<file path="config.mk">
export PLATFORM = sky130hd
export DESIGN_NAME = ptm_ram
export DESIGN_NICKNAME = d
export VERILOG_FILES = /design/src/sv/ptm_ram.sv
export SDC_FILE = /design/constraint.sdc
export NUM_CORES = 1
export LEC_CHECK = 0
export BUFFER_PORTS_ARGS = -buffer_cell sky130_fd_sc_hd__clkbuf_2
export CAP_MARGIN = 20
export CORE_ASPECT_RATIO = 1.1
export CORE_MARGIN = 4
export CORE_UTILIZATION = 60
export CTS_CLUSTER_DIAMETER = 200
export DETAILED_ROUTE_END_ITERATION = 8
export HOLD_SLACK_MARGIN = 0.1
export PLACE_DENSITY = 0.77
export SYNTH_ARGS = -nofsm -noshare
export SYNTH_HDL_FRONTEND = slang
export SYNTH_SLANG_ARGS = --single-unit
</file>
<file path="constraint.sdc">
create_clock -name clk -period 2.9 [get_ports clk]
set_clock_uncertainty 0.2 [all_clocks]
set_input_delay 0.29 -clock clk [delete_from_list [all_inputs] [get_ports clk]]
set_output_delay 0.29 -clock clk [all_outputs]
set_load 0.01 [all_outputs]
</file>
<file path="src/sv/ptm_ram.sv">
// ptm_ram: generic single-clock RAM, one write port and one registered read port.
// Depends on nothing; holds the directory and the entry words.
module ptm_ram #(
    parameter int WIDTH = 8,
    parameter int DEPTH = 16,
    localparam int AW = (DEPTH > 1) ? $clog2(DEPTH) : 1
) (
    input  logic             clk,
    input  logic             we,
    input  logic [AW-1:0]    waddr,
    input  logic [WIDTH-1:0] wdata,
    input  logic [AW-1:0]    raddr,
    output logic [WIDTH-1:0] rdata
);

    logic [WIDTH-1:0] mem [DEPTH];
    logic [WIDTH-1:0] rdata_reg;

    always_ff @(posedge clk) begin
        if (we) begin
            mem[waddr] <= wdata;
        end
        rdata_reg <= mem[raddr];
    end

    assign rdata = rdata_reg;

endmodule
</file>
==> results.ini, run 1 <==
[synth]
syn-cell-area_um2 = 5150
synth_top_area_share = 0.747
synth_xor_area_frac = 0
avgSynthCellArea_um2 = 22.5
synth_simple_gate_area_frac = 0.0318
synth.area.mux_share = 0.150
synth-adder-area-share = 0
yosys-top-cells-area = edfxtp_1, mux4_2, mux4_1, dfxtp_1, a22oi_1
synth_compound_area_frac = 0.0233
synth_top_cell_by_area = edfxtp_1
ys_seq_area_frac = 0.778
synth_seq_cells = 136
synth_cells = 229
synth_nets = 247
synth_top_family_by_area = multiplexers
synth.distinct_cells = 19
yosysWarnings = 0

[worst_setup_path]
crit_arrival_ns = 1.90
path_class = input pin to register
end_kind = register
critPathLaunch = raddr[0]
cp-start-kind = input pin
worstPathRequired_ns = 3.09
worst-path-max-fanout = 10
reg2reg_from = mem[9][5]

[global_route]
antenna_found_initial = 0
grt_usage = 0.223
grt_pass1_wl_um = 15600
grtUsageMet1 = 0.293
grt_pass1_vias = 2599
overflow = 0
grt_start_max_net_pins = 33
grt_util_met2 = 0.363
grt_busiest_layer = met2
met3_usage = 0.0598

[timing]
fin_crit_sh = 0.591
worst_slew_pin_slew_ns = 0.888
slew_violations = 0
slew_headroom = 0.406
fmax_mhz = 583
tns_ns = 0
fin_crit_ns = 1.71
finalSetupViolations = 0
rsz0062_at_grt = false
finalHoldViolations = 0

[final_layout]
fin_util = 0.733
final_common_cell = edfxtp_1
drive_above_1_share = 0.294
fin_nets = 304
synthToLayoutAreaGrowth_pct = 19.1
final_cell_mix = edfxtp_1, clkbuf_2, mux4_2
num_antenna_cells = 0
largest_reg_flops = 128

[power]
ir_worst_vdd_mv = 0.468
powerDensity_nw_per_um2 = 744
p_leak_nw = 2.10

[die]
die_h_um = 105
dieArea_um2 = 10100
die_w_um = 96.3
num_rows = 35
initial_utilization = 0.615
core_um2 = 8360
io_pins = 26

[clocking]
cts_tree = yes
clk_pin_slew_ns = 0.06
cts.sinks = 136
cts_root_buf = clkbuf_8
cts_buffer_depth = 2
cts_resized = 0
cts_setup_buffers = 0
htreeDepth = 4
cts_buffers = 17
clock_latency_ns = 0.51

[place]
portBuffers = 25
gp_congestion = 0.782
place_hpwl_um = 6150

[detailed_routing]
vias = 2469
wl_um = 10000
post_drt_wl_per_cell_um = 24.5
ant_nets = 0
drc = 0
vias_per_cell = 6.02
drt_iter0_markers = 224
first_pass_iters = 5

[min_path]
hold_path_class = input pin to register
hold_start = waddr[2]

[run]
maxCapViolations = 0

[status]
status = finished, final reports clean

cell families (layout without fill, tap and decap cells):
group / Yosys count / count (layout)
flip-flops: 136 / 136
AND/OR/NAND/NOR: 35 / 35
multiplexers: 32 / 32
AO/OA/AOI/OAI: 16 / 16
buffers and inverters: 10 / 80
path summary, 6_finish.rpt:
| kind | to | slack [ns] | cells after the start |
|---|---|---|---|
| max | rdata[5] | 1.19 | 5 |
| min | mem[14][4] | 0.14 | 3 |
| max reg2reg | rdata[5] | 1.29 | 3 |
| min reg2reg | rdata[4] | 0.46 | 3 |
critical path: stages:
cell	delay, ns
clkbuf_2	0.31
buf_4	0.30
mux4_1	0.58
a22oi_1	0.30
nand2_1	0.11
per-stage QoR:
step           power [W]  setup slack (ns)  hold slack (ns)  std cells  instance area [um^2]
2_1_floorplan    0.00237             0.917            0.189        229                  5150
3_3_place_gp     0.00245             0.732            0.458        370                  5450
3_5_place_dp     0.00245             0.711            0.466        370                  5450
4_1_cts          0.00458              1.15            0.120        410                  6130
5_1_grt          0.00469              1.10            0.154        410                  6130
6_report         0.00456              1.19            0.144        410                  6130
cells in the mapped netlist:
| library cell | instances |
|---|---|
| nor2_1 | 13 |
| and2b_1 | 1 |
| buf_4 | 1 |
| edfxtp_1 | 128 |
| nor2b_1 | 1 |
| nand2_1 | 9 |
| buf_2 | 3 |
| nand3_1 | 1 |
| or3b_2 | 1 |
| nor3_1 | 4 |
| nand3b_1 | 2 |
| a22oi_1 | 16 |
| clkdlybuf4s25_2 | 3 |
| nand2b_1 | 2 |
| mux4_1 | 14 |
| buf_6 | 3 |
| mux4_2 | 18 |
| dfxtp_1 | 8 |
| and2_1 | 1 |
area by class of cell:
cell class                      instances  area, um^2
Sequential cell                       136        4000
Timing Repair Buffer                   48         330
Fill cell                             470        2240
Clock buffer                           18         418
Clock inverter                         14         180
Tap cell                              111         139
Multi-Input combinational cell         83        1060
power breakdown:
part / switching [W] / internal, W / leakage [nW]
Combinational: 0.000121 / 0.0000922 / 0.591
Sequential: 0.0000148 / 0.00220 / 1.22
Clock: 0.000750 / 0.00138 / 0.290
Total: 0.000886 / 0.00368 / 2.10
per-layer routing:
| layer | vias to the layer above | routed length [um] |
|---|---|---|
| met5 | - | 0 |
| met4 | 0 | 95 |
| met3 | 10 | 617 |
| met2 | 98 | 5320 |
| met1 | 1271 | 4000 |
| li1 | 1090 | - |
timing repair:
action / in CTS / in global routing
hold buffers: 8 / 0
endpoints found under the hold margin: 128 / 0
setup endpoints to repair: 0 / 0
Note: power is estimated with default switching activity, not from simulation.
==> run 2: changes to the inputs <==
- clock period: 2.9 -> 1.6 ns (I/O delays scaled with it)
==> run 2 against run 1 <==
Critical path depth decreased by 2. Count of clock-buffer cells in the layout up 3. First-iteration DRC count fell by 6.7%.
==> results.ini, run 2 (synthesis gave the netlist of run 1 again) <==
[status]
status = finished, final reports clean

[timing]
slew_headroom = 0.655
worst_slew_pin_slew_ns = 0.516
slew_violations = 0
tns_ns = 0
finalHoldViolations = 0
fin_crit_sh = 0.977
fin_crit_ns = 1.56
fmax_mhz = 640
finalSetupViolations = 0
whs_ns = 0.0782
rsz0062_at_grt = false

[detailed_routing]
post_drt_wl_per_cell_um = 23.9
vias_per_cell = 6.07
vias = 2615
ant_nets = 0
drc = 0
wl_um = 10300
drt_iter0_markers = 209
first_pass_iters = 6

[die]
die_w_um = 96.3
dieArea_um2 = 10100
num_rows = 35
die_h_um = 105
core_um2 = 8360
initial_utilization = 0.615
io_pins = 26

[final_layout]
fillers = 443
synthToLayoutAreaGrowth_pct = 23.7
finalInstanceArea_um2 = 6370
largest_reg_flops = 128
final_cell_mix = edfxtp_1, buf_4, clkbuf_2
drive_above_1_share = 0.347
fin_util = 0.761
num_antenna_cells = 0
final_common_cell = edfxtp_1
fin_nets = 325

[power]
finalPower_w = 0.00834
ir_worst_vdd_mv = 1.06
p_leak_nw = 2.24
powerDensity_nw_per_um2 = 1310

[worst_setup_path]
critPathSlowestCell = mux4_2
path_cells = mux4_2, a22oi_1, nand2_1
reg2reg_from = mem[2][6]
crit_arrival_ns = 1.76
cpPeakStageDelay_ns = 0.49
worst-path-max-fanout = 1
worstPathRequired_ns = 1.79
reg2reg_depth = 3
critPathLaunch = mem[2][6]
end_kind = register
cp-start-kind = register
r2r_slack_ns = 0.04
path_class = register to register

[place]
place_area_um2 = 5590
gp_congestion = 0.815
portBuffers = 25
place_hpwl_um = 5950

[clocking]
htreeDepth = 4
cts.sinks = 136
cts_buffer_depth = 2
clock_latency_ns = 0.52
cts_tree = yes
cts_root_buf = clkbuf_8
cts_buffers = 17
clk_pin_slew_ns = 0.06

[global_route]
grt_pass1_vias = 2664
overflow = 0
grt_usage = 0.223
antenna_found_initial = 0
grt_pass1_wl_um = 15500
grt_start_max_net_pins = 33

[min_path]
hold_depth = 4
hold_start = waddr[3]
hold_path_class = input pin to register

[run]
maxCapViolations = 0

run 2: layout make-up:
class	count	area, um^2	share of cell area
clock inverters	11	145	0.0228
multi-input cells	83	1070	0.169
flip-flops and latches	136	4000	0.629
clock buffers	21	459	0.0721
repair buffers	69	546	0.0857
well taps	111	139	0.0218
run 2: through the flow:
stage	std cells	worst slack, ns
2_1_floorplan	229	-0.0261
3_3_place_gp	384	-0.127
3_5_place_dp	384	-0.217
4_1_cts	429	0.00642
5_1_grt	431	0.00713
6_report	431	0.0368
run 2: path summary, 6_finish.rpt:
| kind | endpoint |
|---|---|
| hold / removal | mem[0][0] |
| setup reg to reg | rdata[6] |
| hold reg to reg | rdata[2] |
| setup / recovery | rdata[6] |
run 2: metal layers:
| layer | vias up | GRT usage | share of wire |
|---|---|---|---|
| met4 | 0 | 0.0822 | 0.018 |
| li1 | 1128 | - | - |
| met2 | 118 | 0.333 | 0.50 |
| met3 | 17 | 0.0662 | 0.075 |
| met1 | 1352 | 0.313 | 0.40 |
| met5 | - | 0 | 0 |
run 2: where the power goes:
group	switching, W	internal [W]
Sequential	0.0000265	0.00398
Clock	0.00139	0.00250
Combinational	0.000229	0.000203
run 2: worst max-delay path: cells and delay by family, from the launching register on:
kind | cells | cell delay [ns]
AO/OA/AOI/OAI | 1 | 0.26
flip-flops | 1 | 0.39
multiplexers | 1 | 0.49
AND/OR/NAND/NOR | 1 | 0.10
run 2: timing repair:
item,in CTS,in global routing
buffers inserted,0,0
hold buffers,13,1
endpoints found under the hold margin,191,33
cloned,0,1
resized for setup,1,5
endpoints found under the setup margin,1,4
==> run 3: changes to the inputs <==
- CTS_BUF_LIST: default -> sky130_fd_sc_hd__clkbuf_4
==> run 3 against run 2 <==
Fmax down 0.66%. Clock power down 42%. Combinational power down 4%. Critical path type is now input pin to register. Worst setup slack worse by 0.010 ns. Wire length down 13%. First-iteration DRC count up 9.6%.
==> results.ini, run 3 (synthesis gave the netlist of run 1 again) <==
[status]
status = finished, final reports clean

[global_route]
grt_util_met2 = 0.296
grt_usage = 0.201
met3_usage = 0.0569
grt_pass1_vias = 2507
antenna_found_initial = 0
grt_busiest_layer = met1
grtUsageMet1 = 0.300
grt_pass1_wl_um = 14300
grt_start_max_net_pins = 33
overflow = 0

[timing]
slew_headroom = 0.477
fin_crit_ns = 1.57
setup_ws_ns = 0.0264
finalHoldViolations = 0
rsz0062_at_grt = true
worst_slew_pin_slew_ns = 0.782
fmax_mhz = 635
finalSetupViolations = 0
fin_crit_sh = 0.984
slew_violations = 0
tns_ns = 0

[worst_setup_path]
end_kind = register
reg2reg_depth = 3
worstPathRequired_ns = 1.83
r2r-end = rdata[0]
cp-start-kind = input pin
reg2reg_from = mem[11][0]
path_class = input pin to register
crit_arrival_ns = 1.81
critPathLaunch = raddr[2]
worst-path-max-fanout = 8
r2r_slack_ns = 0.08

[clocking]
cts_setup_buffers = 0
cts_tree = yes
clock_latency_ns = 0.50
cts_buffers = 17
htreeDepth = 4
cts_buffer_depth = 2
cts.sinks = 136
clk_pin_slew_ns = 0.12
cts_root_buf = clkbuf_4

[detailed_routing]
ant_nets = 0
wl_um = 8980
vias = 2509
drt_iter0_markers = 229
vias_per_cell = 5.82
post_drt_wl_per_cell_um = 20.8
first_pass_iters = 4
drc = 0

[run]
maxCapViolations = 0

[power]
finalPower_w = 0.00665
switchingPower_w = 0.00138
power_frac_seq = 0.601
p_sw_frac = 0.208
internal_power_w = 0.00527
p_leak_nw = 2.10
powerDensity_nw_per_um2 = 1100
pwr-share-comb = 0.062
clockPowerShare = 0.336
ir_worst_vdd_mv = 0.889

[die]
initial_utilization = 0.615
core_um2 = 8360
dieArea_um2 = 10100
io_pins = 26
num_rows = 35
die_w_um = 96.3
die_h_um = 105

[final_layout]
num_antenna_cells = 0
final_cell_mix = edfxtp_1, buf_4, clkbuf_2
synthToLayoutAreaGrowth_pct = 17.6
drive_above_1_share = 0.334
fin_util = 0.724
finalInstanceArea_um2 = 6050
largest_reg_flops = 128
final_common_cell = edfxtp_1
fin_nets = 325

[min_path]
min_to = rdata[2]
hold_path_class = input pin to register
hold_depth = 5
hold_start = raddr[0]

[place]
dp_slack_ns = -0.217
portBuffers = 25
place_area_um2 = 5590
gp_congestion = 0.815
place_hpwl_um = 5950

==> run 3: worst max path at each step <==
stage           endpoint  slack, ns  cells past startpoint
2_1_floorplan  mem[3][0]      -0.03                      2
3_3_place_gp    rdata[0]      -0.13                      5
3_5_place_dp    rdata[5]      -0.22                      5
4_1_cts        mem[1][4]       0.02                      5
5_1_grt         rdata[3]     -0.003                      3
6_report        rdata[6]       0.03                      5
==> run 3: power groups by stage <==
stage          clock network [W]  logic [W]  registers, W
2_1_floorplan                  0   0.000202       0.00409
3_3_place_gp                   0   0.000376       0.00408
3_5_place_dp                   0   0.000386       0.00408
4_1_cts                  0.00228   0.000413       0.00400
5_1_grt                  0.00245   0.000457       0.00401
6_report                 0.00224   0.000416       0.00400
==> run 3: final cells by class <==
cell class / instances / area (um^2)
clock inverter: 14 / 156
multi-input combinational: 83 / 1090
fill: 483 / 2310
tap: 111 / 139
timing repair buffer: 69 / 531
sequential: 136 / 4000
clock buffer: 18 / 135
==> run 3: repair_timing <==
| action | 4_1_cts | 5_1_grt |
|---|---|---|
| hold buffers | 14 | 1 |
| endpoints found under the setup margin | 0 | 47 |
| gates resized for setup | 0 | 6 |
| hold endpoints to repair | 192 | 32 |
==> run 3: per-layer routing <==
layer  routed length (um)  part of all wire  vias to the layer above
met5                    0                 0                        -
met1                 3690              0.41                     1266
li1                     -                 -                     1137
met2                 4550              0.51                       96
met4                  148             0.016                        0
met3                  579             0.065                       10
==> run 3: stage by stage <==
step	std cells	hold slack, ns
finish	431	0.149
global route	431	0.128
CTS	430	0.0419
detailed placement	384	0.350
global placement	384	0.349
floorplan	229	0.0589
==> run 3: critical path, stage by stage <==
cell and delay, ns:
dlygate4sd3_1 0.53, clkbuf_2 0.13, nor2_1 0.61, a22oi_1 0.24
nand2_1 0.12
